## src/hw/rtl/qlp_pkg.sv

```systemverilog
// Shared types, constants and datapath command codes of the quicksort block.
// Used by the controller, the datapath, the top level and the checker.
package qlp_pkg;

  localparam int DEF_MAX_KEYS = 64;
  localparam int DEF_KEY_BITS = 32;
  localparam int KEY_FIELD_W  = 32;
  localparam int APB_AW       = 3;
  localparam int APB_DW       = 32;

  localparam logic CFG_IDX_CMP_SIGNED = 1'b0;

  typedef struct packed {
    logic [KEY_FIELD_W-1:0] key_in;
    logic                   set_end;
  } in_item_t;

  typedef struct packed {
    logic [KEY_FIELD_W-1:0] key_out;
    logic                   run_end;
    logic                   overflowed;
  } out_item_t;

  typedef enum logic [4:0] {
    OP_NONE,
    OP_LOAD,
    OP_INIT,
    OP_POP,
    OP_LD_RANGE,
    OP_LD_PIVOT,
    OP_RD_IS,
    OP_SWAP_A,
    OP_ADV_BOTH,
    OP_ADV_I,
    OP_WR_IB,
    OP_FIN,
    OP_FIN2,
    OP_PUSH1,
    OP_PUSH2,
    OP_CLR_I,
    OP_RD_K,
    OP_EMIT
  } dp_op_e;

  typedef struct packed {
    logic count_lt2;
    logic sp_zero;
    logic i_eq_hi;
    logic less;
    logic i_gt_s;
    logic s_lt_hi;
    logic last_k;
    logic out_free;
  } dp_stat_t;

endpackage

```

## src/hw/rtl/qlp_ctrl.sv

```systemverilog
// Controller state machine of the quicksort block: load, partition, range stack, emit.
// Depends on qlp_pkg for the command codes and the status struct.
module qlp_ctrl (
  input  logic               clk_i,
  input  logic               rst_ni,
  input  logic               in_valid_i,
  input  logic               in_set_end_i,
  input  qlp_pkg::dp_stat_t  stat_i,
  output logic               in_ready_o,
  output qlp_pkg::dp_op_e    cmd_o
);

  localparam logic [3:0] S_LOAD  = 4'd0;
  localparam logic [3:0] S_START = 4'd1;
  localparam logic [3:0] S_POP   = 4'd2;
  localparam logic [3:0] S_POPW  = 4'd3;
  localparam logic [3:0] S_PIV   = 4'd4;
  localparam logic [3:0] S_RD    = 4'd5;
  localparam logic [3:0] S_CMP   = 4'd6;
  localparam logic [3:0] S_SWB   = 4'd7;
  localparam logic [3:0] S_FIN2  = 4'd8;
  localparam logic [3:0] S_PUSHA = 4'd9;
  localparam logic [3:0] S_PUSHB = 4'd10;
  localparam logic [3:0] S_OUTR  = 4'd11;
  localparam logic [3:0] S_OUTW  = 4'd12;

  logic [3:0] state_q, state_d;

  always_comb begin
    state_d    = state_q;
    cmd_o      = qlp_pkg::OP_NONE;
    in_ready_o = 1'b0;
    case (state_q)
      S_LOAD: begin
        in_ready_o = 1'b1;
        if (in_valid_i) begin
          cmd_o = qlp_pkg::OP_LOAD;
          if (in_set_end_i) begin
            state_d = S_START;
          end
        end
      end
      S_START: begin
        if (stat_i.count_lt2) begin
          cmd_o   = qlp_pkg::OP_CLR_I;
          state_d = S_OUTR;
        end else begin
          cmd_o   = qlp_pkg::OP_INIT;
          state_d = S_POP;
        end
      end
      S_POP: begin
        if (stat_i.sp_zero) begin
          cmd_o   = qlp_pkg::OP_CLR_I;
          state_d = S_OUTR;
        end else begin
          cmd_o   = qlp_pkg::OP_POP;
          state_d = S_POPW;
        end
      end
      S_POPW: begin
        cmd_o   = qlp_pkg::OP_LD_RANGE;
        state_d = S_PIV;
      end
      S_PIV: begin
        cmd_o   = qlp_pkg::OP_LD_PIVOT;
        state_d = S_RD;
      end
      S_RD: begin
        if (!stat_i.i_eq_hi) begin
          cmd_o   = qlp_pkg::OP_RD_IS;
          state_d = S_CMP;
        end else if (stat_i.s_lt_hi) begin
          cmd_o   = qlp_pkg::OP_FIN;
          state_d = S_FIN2;
        end else begin
          state_d = S_PUSHA;
        end
      end
      S_CMP: begin
        if (stat_i.less && stat_i.i_gt_s) begin
          cmd_o   = qlp_pkg::OP_SWAP_A;
          state_d = S_SWB;
        end else if (stat_i.less) begin
          cmd_o   = qlp_pkg::OP_ADV_BOTH;
          state_d = S_RD;
        end else begin
          cmd_o   = qlp_pkg::OP_ADV_I;
          state_d = S_RD;
        end
      end
      S_SWB: begin
        cmd_o   = qlp_pkg::OP_WR_IB;
        state_d = S_RD;
      end
      S_FIN2: begin
        cmd_o   = qlp_pkg::OP_FIN2;
        state_d = S_PUSHA;
      end
      S_PUSHA: begin
        cmd_o   = qlp_pkg::OP_PUSH1;
        state_d = S_PUSHB;
      end
      S_PUSHB: begin
        cmd_o   = qlp_pkg::OP_PUSH2;
        state_d = S_POP;
      end
      S_OUTR: begin
        cmd_o   = qlp_pkg::OP_RD_K;
        state_d = S_OUTW;
      end
      S_OUTW: begin
        if (stat_i.out_free) begin
          cmd_o   = qlp_pkg::OP_EMIT;
          state_d = stat_i.last_k ? S_LOAD : S_OUTR;
        end
      end
      default: begin
        state_d = S_LOAD;
      end
    endcase
  end

  always_ff @(posedge clk_i or negedge rst_ni) begin
    if (!rst_ni) begin
      state_q <= S_LOAD;
    end else begin
      state_q <= state_d;
    end
  end

endmodule

```

## src/hw/rtl/qlp_dp.sv

```systemverilog
// Datapath of the quicksort block: key memory, range stack memory, indices and result register.
// Depends on qlp_pkg; driven by qlp_ctrl through one command code per cycle.
module qlp_dp #(
  parameter int MAX_KEYS = qlp_pkg::DEF_MAX_KEYS,
  parameter int KEY_BITS = qlp_pkg::DEF_KEY_BITS
) (
  input  logic                             clk_i,
  input  logic                             rst_ni,
  input  qlp_pkg::dp_op_e                  cmd_i,
  input  logic [qlp_pkg::KEY_FIELD_W-1:0]  in_key_i,
  input  logic                             cmp_signed_i,
  output qlp_pkg::dp_stat_t                stat_o,
  output logic                             out_valid_o,
  input  logic                             out_ready_i,
  output qlp_pkg::out_item_t               out_data_o
);

  localparam int IW = $clog2(MAX_KEYS);
  localparam int CW = $clog2(MAX_KEYS + 1);
  localparam int XW = (KEY_BITS > qlp_pkg::KEY_FIELD_W) ? KEY_BITS : qlp_pkg::KEY_FIELD_W;

  logic [KEY_BITS-1:0] key_mem [MAX_KEYS];
  logic [2*IW-1:0]     stk_mem [MAX_KEYS];

  logic [CW-1:0]       count_q, count_d;
  logic                ovf_q, ovf_d;
  logic [CW-1:0]       sp_q, sp_d;
  logic                out_valid_q, out_valid_d;
  qlp_pkg::out_item_t  out_data_q, out_data_d;
  logic [IW-1:0]       lo_q, lo_d, hi_q, hi_d, i_q, i_d, s_q, s_d;
  logic [KEY_BITS-1:0] pivot_q, pivot_d;
  logic [KEY_BITS-1:0] rda_q, rdb_q;
  logic [2*IW-1:0]     stk_rd_q;

  logic                key_we, ra_en, rb_en, stk_we, stk_re;
  logic [IW-1:0]       key_waddr, ra_addr, rb_addr, stk_waddr, stk_raddr;
  logic [KEY_BITS-1:0] key_wdata;
  logic [2*IW-1:0]     stk_wdata;

  logic [XW-1:0]       key_ext, out_ext;
  logic [KEY_BITS-1:0] key_w, top_bit, cmp_a, cmp_b;
  logic [CW-1:0]       count_m1, sp_m1;
  logic                full, sp_full, last_k;
  logic [IW:0]         p_x, lo_x, hi_x;
  logic                left_ok, right_ok, left_first;
  logic [IW-1:0]       left_len, right_len;
  logic [2*IW-1:0]     left_rng, right_rng, push_rng;
  logic                push_ok;

  assign key_ext  = XW'(in_key_i);
  assign key_w    = key_ext[KEY_BITS-1:0];
  assign out_ext  = XW'(rda_q);
  assign count_m1 = count_q - CW'(1);
  assign sp_m1    = sp_q - CW'(1);
  assign full     = (count_q >= CW'(MAX_KEYS));
  assign sp_full  = (sp_q >= CW'(MAX_KEYS));
  assign last_k   = ((CW'(i_q) + CW'(1)) == count_q);

  assign top_bit = cmp_signed_i ? {1'b1, {(KEY_BITS-1){1'b0}}} : '0;
  assign cmp_a   = rda_q ^ top_bit;
  assign cmp_b   = pivot_q ^ top_bit;

  assign p_x        = {1'b0, s_q};
  assign lo_x       = {1'b0, lo_q};
  assign hi_x       = {1'b0, hi_q};
  assign left_ok    = (p_x > (lo_x + (IW+1)'(1)));
  assign right_ok   = ((p_x + (IW+1)'(1)) < hi_x);
  assign left_len   = (s_q > lo_q) ? (s_q - lo_q - IW'(1)) : '0;
  assign right_len  = (s_q < hi_q) ? (hi_q - s_q - IW'(1)) : '0;
  assign left_first = (left_len > right_len) || (s_q >= hi_q);
  assign left_rng   = {lo_q, s_q - IW'(1)};
  assign right_rng  = {s_q + IW'(1), hi_q};

  always_comb begin
    push_rng = left_first ? left_rng : right_rng;
    push_ok  = left_first ? left_ok : right_ok;
    if (cmd_i == qlp_pkg::OP_PUSH2) begin
      push_rng = left_first ? right_rng : left_rng;
      push_ok  = left_first ? right_ok : left_ok;
    end
  end

  always_comb begin
    count_d     = count_q;
    ovf_d       = ovf_q;
    sp_d        = sp_q;
    out_valid_d = out_valid_q && !out_ready_i;
    out_data_d  = out_data_q;
    lo_d        = lo_q;
    hi_d        = hi_q;
    i_d         = i_q;
    s_d         = s_q;
    pivot_d     = pivot_q;
    key_we      = 1'b0;
    key_waddr   = i_q;
    key_wdata   = rdb_q;
    ra_en       = 1'b0;
    ra_addr     = i_q;
    rb_en       = 1'b0;
    rb_addr     = s_q;
    stk_we      = 1'b0;
    stk_waddr   = sp_q[IW-1:0];
    stk_wdata   = push_rng;
    stk_re      = 1'b0;
    stk_raddr   = sp_m1[IW-1:0];
    case (cmd_i)
      qlp_pkg::OP_LOAD: begin
        if (!full) begin
          key_we    = 1'b1;
          key_waddr = count_q[IW-1:0];
          key_wdata = key_w;
          count_d   = count_q + CW'(1);
        end else begin
          ovf_d = 1'b1;
        end
      end
      qlp_pkg::OP_INIT: begin
        stk_we    = 1'b1;
        stk_waddr = '0;
        stk_wdata = {IW'(0), count_m1[IW-1:0]};
        sp_d      = CW'(1);
      end
      qlp_pkg::OP_POP: begin
        stk_re = 1'b1;
        sp_d   = sp_m1;
      end
      qlp_pkg::OP_LD_RANGE: begin
        lo_d    = stk_rd_q[2*IW-1:IW];
        hi_d    = stk_rd_q[IW-1:0];
        ra_en   = 1'b1;
        ra_addr = stk_rd_q[IW-1:0];
      end
      qlp_pkg::OP_LD_PIVOT: begin
        pivot_d = rda_q;
        i_d     = lo_q;
        s_d     = lo_q;
      end
      qlp_pkg::OP_RD_IS: begin
        ra_en = 1'b1;
        rb_en = 1'b1;
      end
      qlp_pkg::OP_SWAP_A: begin
        key_we    = 1'b1;
        key_waddr = s_q;
        key_wdata = rda_q;
        s_d       = s_q + IW'(1);
      end
      qlp_pkg::OP_ADV_BOTH: begin
        s_d = s_q + IW'(1);
        i_d = i_q + IW'(1);
      end
      qlp_pkg::OP_ADV_I: begin
        i_d = i_q + IW'(1);
      end
      qlp_pkg::OP_WR_IB: begin
        key_we = 1'b1;
        i_d    = i_q + IW'(1);
      end
      qlp_pkg::OP_FIN: begin
        rb_en     = 1'b1;
        key_we    = 1'b1;
        key_waddr = s_q;
        key_wdata = pivot_q;
      end
      qlp_pkg::OP_FIN2: begin
        key_we    = 1'b1;
        key_waddr = hi_q;
      end
      qlp_pkg::OP_PUSH1, qlp_pkg::OP_PUSH2: begin
        if (push_ok && !sp_full) begin
          stk_we = 1'b1;
          sp_d   = sp_q + CW'(1);
        end
      end
      qlp_pkg::OP_CLR_I: begin
        i_d = '0;
      end
      qlp_pkg::OP_RD_K: begin
        ra_en = 1'b1;
      end
      qlp_pkg::OP_EMIT: begin
        out_valid_d           = 1'b1;
        out_data_d.key_out    = out_ext[qlp_pkg::KEY_FIELD_W-1:0];
        out_data_d.run_end    = last_k;
        out_data_d.overflowed = ovf_q;
        if (last_k) begin
          count_d = '0;
          ovf_d   = 1'b0;
        end else begin
          i_d = i_q + IW'(1);
        end
      end
      default: begin
      end
    endcase
  end

  always_ff @(posedge clk_i) begin
    if (key_we) begin
      key_mem[key_waddr] <= key_wdata;
    end
    if (ra_en) begin
      rda_q <= key_mem[ra_addr];
    end
    if (rb_en) begin
      rdb_q <= key_mem[rb_addr];
    end
  end

  always_ff @(posedge clk_i) begin
    if (stk_we) begin
      stk_mem[stk_waddr] <= stk_wdata;
    end
    if (stk_re) begin
      stk_rd_q <= stk_mem[stk_raddr];
    end
  end

  always_ff @(posedge clk_i or negedge rst_ni) begin
    if (!rst_ni) begin
      count_q     <= '0;
      ovf_q       <= 1'b0;
      sp_q        <= '0;
      out_valid_q <= 1'b0;
    end else begin
      count_q     <= count_d;
      ovf_q       <= ovf_d;
      sp_q        <= sp_d;
      out_valid_q <= out_valid_d;
    end
  end

  always_ff @(posedge clk_i) begin
    out_data_q <= out_data_d;
    lo_q       <= lo_d;
    hi_q       <= hi_d;
    i_q        <= i_d;
    s_q        <= s_d;
    pivot_q    <= pivot_d;
  end

  assign stat_o.count_lt2 = (count_q < CW'(2));
  assign stat_o.sp_zero   = (sp_q == '0);
  assign stat_o.i_eq_hi   = (i_q == hi_q);
  assign stat_o.less      = (cmp_a < cmp_b);
  assign stat_o.i_gt_s    = (i_q > s_q);
  assign stat_o.s_lt_hi   = (s_q < hi_q);
  assign stat_o.last_k    = last_k;
  assign stat_o.out_free  = !out_valid_q || out_ready_i;

  assign out_valid_o = out_valid_q;
  assign out_data_o  = out_data_q;

endmodule

```

## src/hw/rtl/quicksort_lomuto_last_pivot.sv

```systemverilog
// Keys are taken while loading, with in_ready held high until the key that ends the set; a
// single-key set skips sorting. Each compared key is read and then compared, a swap adds a
// write back, and each range is popped, loaded and its pivot read; emitting reads each key
// and waits for a free result slot. The compare loop dominates; ordered or all-equal sets are slow.
// Reset is asynchronous and active low; it clears the controller, counts, stack pointer, compare
// mode and result valid. The key and range memories are not cleared and hold no reset value.
module quicksort_lomuto_last_pivot #(
  parameter int MAX_KEYS = qlp_pkg::DEF_MAX_KEYS,
  parameter int KEY_BITS = qlp_pkg::DEF_KEY_BITS
) (
  input  logic                         clk_i,
  input  logic                         rst_ni,
  input  logic                         in_valid_i,
  output logic                         in_ready_o,
  input  qlp_pkg::in_item_t            in_data_i,
  output logic                         out_valid_o,
  input  logic                         out_ready_i,
  output qlp_pkg::out_item_t           out_data_o,
  input  logic                         psel,
  input  logic                         penable,
  input  logic                         pwrite,
  input  logic [qlp_pkg::APB_AW-1:0]   paddr,
  input  logic [qlp_pkg::APB_DW-1:0]   pwdata,
  output logic [qlp_pkg::APB_DW-1:0]   prdata,
  output logic                         pready
);

  logic              cmp_signed_q, cmp_signed_d;
  logic              cfg_hit;
  qlp_pkg::dp_op_e   cmd;
  qlp_pkg::dp_stat_t stat;

  assign pready  = 1'b1;
  assign cfg_hit = (paddr[qlp_pkg::APB_AW-1:2] == qlp_pkg::CFG_IDX_CMP_SIGNED);

  always_comb begin
    cmp_signed_d = cmp_signed_q;
    if (psel && penable && pwrite && pready && cfg_hit) begin
      cmp_signed_d = pwdata[0];
    end
  end

  always_ff @(posedge clk_i or negedge rst_ni) begin
    if (!rst_ni) begin
      cmp_signed_q <= 1'b0;
    end else begin
      cmp_signed_q <= cmp_signed_d;
    end
  end

  assign prdata = cfg_hit ? {{(qlp_pkg::APB_DW-1){1'b0}}, cmp_signed_q} : '0;

  qlp_ctrl u_ctrl (
    .clk_i        (clk_i),
    .rst_ni       (rst_ni),
    .in_valid_i   (in_valid_i),
    .in_set_end_i (in_data_i.set_end),
    .stat_i       (stat),
    .in_ready_o   (in_ready_o),
    .cmd_o        (cmd)
  );

  qlp_dp #(
    .MAX_KEYS (MAX_KEYS),
    .KEY_BITS (KEY_BITS)
  ) u_dp (
    .clk_i        (clk_i),
    .rst_ni       (rst_ni),
    .cmd_i        (cmd),
    .in_key_i     (in_data_i.key_in),
    .cmp_signed_i (cmp_signed_q),
    .stat_o       (stat),
    .out_valid_o  (out_valid_o),
    .out_ready_i  (out_ready_i),
    .out_data_o   (out_data_o)
  );

endmodule

```

## config.mk

```make
export PLATFORM = sky130hd
export DESIGN_NAME = quicksort_lomuto_last_pivot
export DESIGN_NICKNAME = d
export VERILOG_FILES = /design/src/hw/rtl/qlp_pkg.sv /design/src/hw/rtl/qlp_ctrl.sv /design/src/hw/rtl/qlp_dp.sv /design/src/hw/rtl/quicksort_lomuto_last_pivot.sv
export SDC_FILE = /design/constraint.sdc
export NUM_CORES = 2
export LEC_CHECK = 0
export BUFFER_PORTS_ARGS = -buffer_cell sky130_fd_sc_hd__buf_4
export CAP_MARGIN = 20
export CORE_MARGIN = 2
export CORE_UTILIZATION = 48
export CTS_BUF_LIST = sky130_fd_sc_hd__clkbuf_4
export DETAILED_ROUTE_END_ITERATION = 10
export PLACE_DENSITY = 0.68
export SLEW_MARGIN = 40
export SYNTH_ARGS = -nofsm -noshare
export SYNTH_HDL_FRONTEND = slang
export SYNTH_SLANG_ARGS = --single-unit
```

## constraint.sdc

```tcl
create_clock -name clk_i -period 10.7 [get_ports clk_i]
set_input_delay 2.14 -clock clk_i [delete_from_list [all_inputs] [get_ports clk_i]]
set_output_delay 2.14 -clock clk_i [all_outputs]
set_load 0.005 [all_outputs]
```

# Yosys cells after proc, flatten, opt, wreduce, memory -nomap -nowiden
# Memories as Yosys holds them, arrays and structs flattened. A register that Yosys moved wholly into a read port is not among the register bits.
# Cells that the tools add are included.
[word_totals]
ramBits = 2816
reg_bits = 111
word_cells = 173
output_inout_bits = 69
input_bits = 75
memories = 2
[mem_list]
columns = ["name", "words", "width", "read_ports", "rd_clocked_by_memory_dff", "write_ports", "line", "source"]
rows = [
  ["u_dp.key_mem", 64, 32, 2, 2, 1, "qlp_dp.sv:22", "logic [KEY_BITS-1:0] key_mem [MAX_KEYS];"],
  ["u_dp.stk_mem", 64, 12, 1, 1, 1, "qlp_dp.sv:23", "logic [2*IW-1:0] stk_mem [MAX_KEYS];"],
]
[classes]
n_reduce_logical = 30
eq_ne = 39
n_bitwise = 3
mux = 60
addsub = 14
order_cmp = 11
[op_table]
columns = ["operator", "n"]
rows = [
  ["32-bit one-hot mux with 3 select lines", 1],
  ["5-bit one-hot mux with 13 select lines", 1],
  ["32-bit two-way mux", 2],
  ["32-bit bitwise XOR", 2],
  ["12-bit two-way mux", 4],
  ["4-bit one-hot mux with 12 select lines", 1],
  ["5-bit by 4-bit == test with 1-bit output, second input constant", 8],
  ["4-bit two-way mux", 10],
  ["6-bit two-way mux", 6],
  ["32-bit < comparator", 1],
  ["6-bit one-hot mux with 4 select lines", 1],
  ["6-bit by 1-bit subtractor with 6-bit output, second input constant", 4],
  ["6-bit by 1-bit adder with 7-bit output, second input constant", 3],
  ["7-bit two-way mux", 3],
  ["7-bit one-hot mux with 3 select lines", 1],
  ["4-bit == test, second input constant", 5],
  ["5-bit by 3-bit == test with 1-bit output, second input constant", 4],
  ["1-bit two-way mux", 20],
  ["6-bit greater-than comparator", 3],
  ["6-bit one-hot mux with 3 select lines", 1],
  ["4-bit by 3-bit == test with 1-bit output, second input constant", 4],
  ["5-bit two-way mux", 3],
  ["7-bit by 1-bit adder with 7-bit output, second input constant", 2],
  ["7-bit greater-or-equal comparator, second input constant", 2],
  ["other kinds (35)", 65],
]

# Logic depth before layout (Yosys ltp)
[depth]
ltp_word = 13
ltp_mapped = 24
mapped_depth_nobuf = 19

# Hierarchy
# A second synthesis with hierarchy kept.
[hier_totals]
cells_unflattened = 7460
hier_area_um2 = 134460.2
[by_module_without_submodules]
columns = ["mod", "n_inst", "cells_per_inst", "area_per_inst_um2"]
rows = [
  ["qlp_dp", 1, 7350, 133584.4],
  ["qlp_ctrl", 1, 72, 574.3],
  ["quicksort_lomuto_last_pivot", 1, 38, 301.5],
]

# Worst setup path after synthesis
# Ideal clock, no wire load.
[synth_path]
kind = "register to register"
startpoint = "register u_dp.s_q[1], in the netlist u_dp.rb_addr[1]"
endpoint = "memory u_dp.stk_mem[0][10] (netlist name) (data pin)"
setup_time_ns = 0.720
period_less_slack_ns = 9.318
path_slack_ns = 1.382
stages_incl_launch_ff = 15
required_time_ns = 9.980
arrival_ns = 8.598
cell_sequence = "edfxtp_1 > clkbuf_1 > buf_1 > clkbuf_1 > clkbuf_1 > inv_1 > ha_1 > nor2b_1 > o21a_1 > o21ai_0 > a21boi_0 > nor3_1 > nor3b_2 > clkbuf_1 > a211oi_1"
[synth_between]
elab_chain_cells = 8
word_cells_on_any_way = 24
cone_classes = "add/sub: 5; order compare: 5; eq/ne: 2; mux: 10; reduce/logical: 2"
[synth_lines]
columns = ["item", "line", "source"]
rows = [
  ["from (decl)", "qlp_dp.sv:30", "logic [IW-1:0] lo_q, lo_d, hi_q, hi_d, i_q, i_d, s_q, s_d;"],
  ["from (signal assigned)", "qlp_dp.sv:238", "s_q <= s_d;"],
  ["6-bit subtractor (on tied branches)", "qlp_dp.sv:68, qlp_dp.sv:69", ""],
  ["6-bit by 1-bit subtractor with 6-bit output (on tied branches)", "qlp_dp.sv:68, qlp_dp.sv:69", ""],
  ["6-bit two-way mux (on tied branches)", "qlp_dp.sv:68, qlp_dp.sv:69", ""],
  ["6-bit greater-than comparator", "qlp_dp.sv:70", "assign left_first = (left_len > right_len) || (s_q >= hi_q);"],
  ["1-bit logical OR", "qlp_dp.sv:70", ""],
  ["12-bit two-way mux (on tied branches)", "qlp_dp.sv:75, qlp_dp.sv:78", ""],
  ["12-bit two-way mux", "qlp_dp.sv:77", "if (cmd_i == qlp_pkg::OP_PUSH2) begin"],
  ["12-bit two-way mux *", "qlp_dp.sv:106", "case (cmd_i)"],
  ["named net u_dp.stk_wdata[10]", "qlp_dp.sv:38", "logic [2*IW-1:0] stk_wdata;"],
  ["to (decl)", "qlp_dp.sv:23", ""],
]
# The timed path passes the listed nets; every way through them passes the cells marked *.

# Worst setup path after layout
[layout_path]
startpoint = "register u_dp.rda_q[29], in the netlist u_dp.out_ext[29] (read register of u_dp.key_mem)"
endpoint = "memory u_dp.key_mem[6][26] (netlist name) (enable)"
[layout_between]
elab_chain_cells = 10
word_cells_on_any_way = 17
cone_classes = "order compare: 1; eq/ne: 5; mux: 7; bitwise: 1; reduce/logical: 3"
[layout_lines]
columns = ["item", "line", "source"]
rows = [
  ["from (decl)", "qlp_dp.sv:32", "logic [KEY_BITS-1:0] rda_q, rdb_q;"],
  ["32-bit bitwise XOR *", "qlp_dp.sv:60", "assign cmp_a = rda_q ^ top_bit;"],
  ["32-bit < comparator *", "qlp_dp.sv:245", "assign stat_o.less = (cmp_a < cmp_b);"],
  ["1-bit two-way mux or 1-bit logical AND (tied branches)", "qlp_ctrl.sv:84, qlp_ctrl.sv:81", ""],
  ["5-bit two-way mux *", "qlp_ctrl.sv:81", "if (stat_i.less && stat_i.i_gt_s) begin"],
  ["5-bit one-hot mux with 13 select lines *", "qlp_ctrl.sv:33", "case (state_q)"],
  ["5-bit by 4-bit == test with 1-bit output or 5-bit by 3-bit == test with 1-bit output (tied branches)", "qlp_dp.sv:106", ""],
  ["4-bit OR reduction (no source line)", "--", ""],
  ["1-bit one-hot mux with 2 select lines", "qlp_dp.sv:106", ""],
  ["1-bit two-way mux", "qlp_dp.sv:199", "if (key_we) begin"],
  ["1-bit two-way mux (not written as such)", "qlp_dp.sv:200", "key_mem[key_waddr] <= key_wdata;"],
  ["to (decl)", "qlp_dp.sv:22", ""],
]
# Mark *: on every way between the ends. The rest lies on a longest branch, timed or not.

==> Flow_metrics.wiki <==
{| class="wikitable"
! Metric !! Value
|-
| Final wirelength || 398,000 um
|-
| Post-layout minimum cycle time || 7.10 ns
|-
| Post-route fraction of the period consumed by the critical path || 66.4%
|-
| Setup slack of the worst register-to-register path || 3.60 ns
|-
| Synthesis-stage register bit count || 3,003
|-
| Max-cap violation count || 0
|-
| Crit start category || flip-flop
|-
| Fraction of registers with async set/reset || 0.699%
|-
| Total clock buffers created by CTS || 750
|-
| Crit path to || u_dp.key_mem[6][26]
|-
| Wire length of the first global-routing pass || 563,000 um
|-
| Placed Area || 142,000 um^2
|-
| Antenna Violating Nets Remaining || 0
|-
| Clock Latency Late Sink || 1.66 ns
|-
| Vias per cell || 6.71
|-
| Residual overflow from global routing || 0
|-
| Number of cells upsized or downsized after cts || 0
|-
| Worst min path class || flip-flop to flip-flop
|-
| Status || completed
|-
| Net Switching || 4790 uW
|-
| Post-route cell area || 151,000 um^2
|-
| Overall die height || 533 um
|-
| Uppermost layer routed || met5
|-
| Share of total power in the clock network || 42.7%
|-
| Internal Power || 17,400 uW
|-
| Critical path data required time || 11.72 ns
|-
| Vias in the first global route || 77,900
|-
| Number of unique standard cell types used by synthesis || 75
|-
| Final-stage net count || 7,473
|-
| Startpoint of the worst hold path || u_dp.out_ext[21]
|-
| Global placer's final weighted congestion || 0.864
|-
| Maximum number of pins on one net before global-route repair || 126
|-
| Root buf cell || sky130_fd_sc_hd__clkbuf_4
|-
| Category of the most critical setup path || flip-flop to flip-flop
|-
| Total power of the final layout || 22,200 uW
|-
| Post-route DRC violation count || 0
|-
| Largest voltage drop on the vdd net || 0.0000944 V
|-
| TritonCTS clock tree || built
|-
| Cell Rows || 194
|-
| Highest attainable clock frequency || 141 MHz
|-
| Initial cell density of the core || 48.2%
|-
| Endpoints failing setup || 0
|-
| Area growth syn-to-layout || 12.4%
|-
| Headroom to the max-slew limit || 37.9%
|-
| Initial antenna violation count || 22
|-
| RSZ-0062 raised after global routing || no
|-
| Fraction of final layout cells sized beyond drive strength 1 || 39.6%
|-
| Maximum net fanout on the critical path || 25
|-
| I/O Buffers || 78
|-
| TritonCTS sink count || 3,003
|-
| Met1 Wirelength || 145,000 um
|-
| Clock slew at the register clock pins of the worst setup and hold paths || 0.07 ns
|-
| Area inside the core boundary || 279,000 um^2
|-
| Yosys Warn Count || 0
|-
| Portion of the post-synthesis area used by sequential elements || 67.0%
|-
| Number of I/O pins || 144
|-
| Arr. time, crit path || 8.12 ns
|-
| Worst-case reg-to-reg path depth || 11
|-
| Setup fix buffers added after clock tree synthesis || 0
|-
| Clk_skew || 0.277 ns
|-
| Final Hold Vio Count || 0
|-
| Flop pwr share || 57.2%
|-
| Summed instance area of the synthesized netlist || 134,000 um^2
|-
| Detailed router's first-iteration violation count || 11,300
|-
| Via Count || 78,000
|-
| Die area || 284,000 um^2
|-
| Met3 wire len || 55,000 um
|-
| Switching Share || 21.5%
|-
| R2R Path End || u_dp.key_mem[6][26]
|-
| Combinational Power Share || 0.1%
|-
| HPWL Detailed || 230,000 um
|-
| Routed length on met2 || 182,000 um
|-
| Post-CTS Hold Buffers || 0
|-
| Horizontal extent of the die || 533 um
|-
| Pwr per Cell Area || 147 nW/um^2
|-
| Number of pins with negative max-slew slack in the final report || 0
|-
| Setup crit start || u_dp.out_ext[29]
|-
| Summed negative setup slack over all endpoints || 0 ns
|-
| GR Util All Layers || 27.7%
|-
| Average footprint of a synthesized cell || 20.1 um^2
|-
| Top FF cell, synth || sky130_fd_sc_hd__edfxtp_1
|-
| Leak Pwr || 0.0406 uW
|-
| Actual transition at the worst max-transition pin || 0.923 ns
|-
| First drt pass iteration count || 10
|-
| Number of enable flip-flop cells after synthesis || 2,982
|-
| WL/cell || 34.3 um
|-
| Level count of the clock H-tree || 6
|-
| CTS Buffer Depth || 4
|-
| CP Capture Type || flip-flop
|-
| Post-synthesis cell count || 6,692
|-
| Critical register-to-register path startpoint || u_dp.out_ext[29]
|}
cells in the final DEF (no fill, tap or decap), types with 35 or more instances in the layout:
| master | count |
|---|---|
| sky130_fd_sc_hd__o22ai_1 | 38 |
| sky130_fd_sc_hd__a211oi_1 | 65 |
| sky130_fd_sc_hd__a31oi_1 | 69 |
| sky130_fd_sc_hd__and2_1 | 74 |
| sky130_fd_sc_hd__o21ai_0 | 91 |
| sky130_fd_sc_hd__inv_1 | 67 |
| sky130_fd_sc_hd__edfxtp_1 | 2982 |
| sky130_fd_sc_hd__buf_4 | 238 |
| sky130_fd_sc_hd__nand3_1 | 100 |
| sky130_fd_sc_hd__a221o_1 | 35 |
| sky130_fd_sc_hd__nor2_1 | 58 |
| sky130_fd_sc_hd__buf_6 | 48 |
| sky130_fd_sc_hd__clkbuf_4 | 1069 |
| sky130_fd_sc_hd__clkinv_1 | 161 |
| sky130_fd_sc_hd__a21oi_1 | 42 |
| sky130_fd_sc_hd__mux4_2 | 1436 |
| sky130_fd_sc_hd__nor2_4 | 70 |
| sky130_fd_sc_hd__ha_1 | 79 |
| sky130_fd_sc_hd__nand2_1 | 577 |
synth_stat cells (9+ instances only):
master / instances / area, um^2
sky130_fd_sc_hd__a21o_1: 16 / 120
sky130_fd_sc_hd__nor4_1: 12 / 75.1
sky130_fd_sc_hd__a221o_1: 35 / 350
sky130_fd_sc_hd__xnor2_1: 30 / 263
sky130_fd_sc_hd__a31oi_1: 70 / 438
sky130_fd_sc_hd__and3_1: 12 / 75.1
sky130_fd_sc_hd__nand2b_1: 13 / 81.3
sky130_fd_sc_hd__xor2_1: 21 / 184
sky130_fd_sc_hd__ha_1: 80 / 1000
sky130_fd_sc_hd__nand3_1: 102 / 510
sky130_fd_sc_hd__o211ai_1: 12 / 90.1
sky130_fd_sc_hd__clkbuf_1: 335 / 1260
sky130_fd_sc_hd__buf_2: 58 / 290
sky130_fd_sc_hd__a21oi_1: 44 / 220
sky130_fd_sc_hd__nand4_1: 12 / 75.1
sky130_fd_sc_hd__and2_1: 74 / 463
sky130_fd_sc_hd__a211oi_1: 70 / 526
sky130_fd_sc_hd__buf_1: 90 / 338
sky130_fd_sc_hd__dfrtp_1: 21 / 526
sky130_fd_sc_hd__o21ai_0: 100 / 500
sky130_fd_sc_hd__o22ai_1: 38 / 238
sky130_fd_sc_hd__nor3_1: 27 / 135
sky130_fd_sc_hd__edfxtp_1: 2982 / 89500
sky130_fd_sc_hd__inv_1: 67 / 251
sky130_fd_sc_hd__a222oi_1: 32 / 320
sky130_fd_sc_hd__nand2_1: 579 / 2170
sky130_fd_sc_hd__nor2_1: 153 / 574
sky130_fd_sc_hd__nor2b_1: 9 / 56.3
sky130_fd_sc_hd__buf_4: 32 / 240
sky130_fd_sc_hd__or3_1: 16 / 100
sky130_fd_sc_hd__mux4_2: 1436 / 32300
sky130_fd_sc_hd__mux2i_1: 19 / 190
layout make-up:
class | instances | area [um^2]
timing repair buffer | 359 | 3670
tap | 3724 | 4660
inverter | 72 | 285
fill | 21300 | 128000
multi-input combinational | 3130 | 43000
antenna | 15 | 37.5
clock inverter | 245 | 1340
clock buffer | 1069 | 8030
sequential | 3003 | 90100
routing by layer:
metal  vias up  GRT usage, %
li1      30200             -
met1     40800          38.2
met2      6109          41.3
met3       848          8.95
met4         6          10.6
met5         -             0
through the flow:
stage                     utilization (%)  hold WS (ns)  std cells  setup WS, ns
after floorplan                         -         0.400       6722          1.38
after CTS                            54.1         0.301      11600          3.52
after global placement               50.3         0.410      10200          3.41
after detailed placement             50.7         0.412      10300          3.71
final                                54.2         0.368      11600          3.60
after global routing                 54.2         0.374      11600          3.41
critical path, stage by stage (launching register included):
cell and delay, ns:
sky130_fd_sc_hd__edfxtp_1 0.44, sky130_fd_sc_hd__ha_1 0.48, sky130_fd_sc_hd__nand3_1 0.19, sky130_fd_sc_hd__nor4bb_1 0.74
sky130_fd_sc_hd__nand4_1 0.59, sky130_fd_sc_hd__a31oi_2 0.72, sky130_fd_sc_hd__or3_1 0.41, sky130_fd_sc_hd__nand2_4 0.16
sky130_fd_sc_hd__a211oi_1 0.57, sky130_fd_sc_hd__nand3_1 0.76, sky130_fd_sc_hd__nor2_4 0.68, sky130_fd_sc_hd__buf_4 0.75
how the worst min path moves through the flow:
stage	end	slack, ns	cells past startpoint
floorplan	u_dp.lo_q[0]	0.40	0
CTS	cmp_signed_q	0.30	1
detailed placement	u_dp.lo_q[0]	0.41	0
global route	cmp_signed_q	0.37	1
global placement	u_dp.lo_q[2]	0.41	0
finish	u_dp.pivot_q[21]	0.37	0
flip-flops by register name (all words and copies together), names as in the netlist, 4 cells and up:
name             cells
u_dp.out_ext        32
u_dp.key_mem      2048
u_dp.sp_q            7
u_ctrl.state_q       4
u_dp.rdb_q          32
u_dp.pivot_q        32
u_dp.i_q             6
u_dp.lo_q            6
u_dp.count_q         7
u_dp.stk_rd_q       12
u_dp.rb_addr         6
u_dp.stk_mem       768
u_dp.out_data_o     34
u_dp.hi_q            6
logic make-up after synthesis:
logic type,synth area share [%]
AO/OA/AOI/OAI,2.37
XOR/XNOR,0.332
adder cells (fa/ha/maj),0.775
buffers and inverters,1.80
flip-flops,67.0
multiplexers,24.2
other,0.00559
AND/OR/NAND/NOR,3.43
power groups by stage:
stage | clock [uW] | sequential (uW) | combinational [uW]
3_3_place_gp | 0 | 13000 | 24.7
2_1_floorplan | 0 | 13000 | 12.5
5_1_grt | 10200 | 12700 | 26.6
3_5_place_dp | 0 | 13000 | 24.8
6_report | 9480 | 12700 | 25.1
4_1_cts | 9640 | 12700 | 25.0
Note: power is estimated with default switching activity, not from simulation.
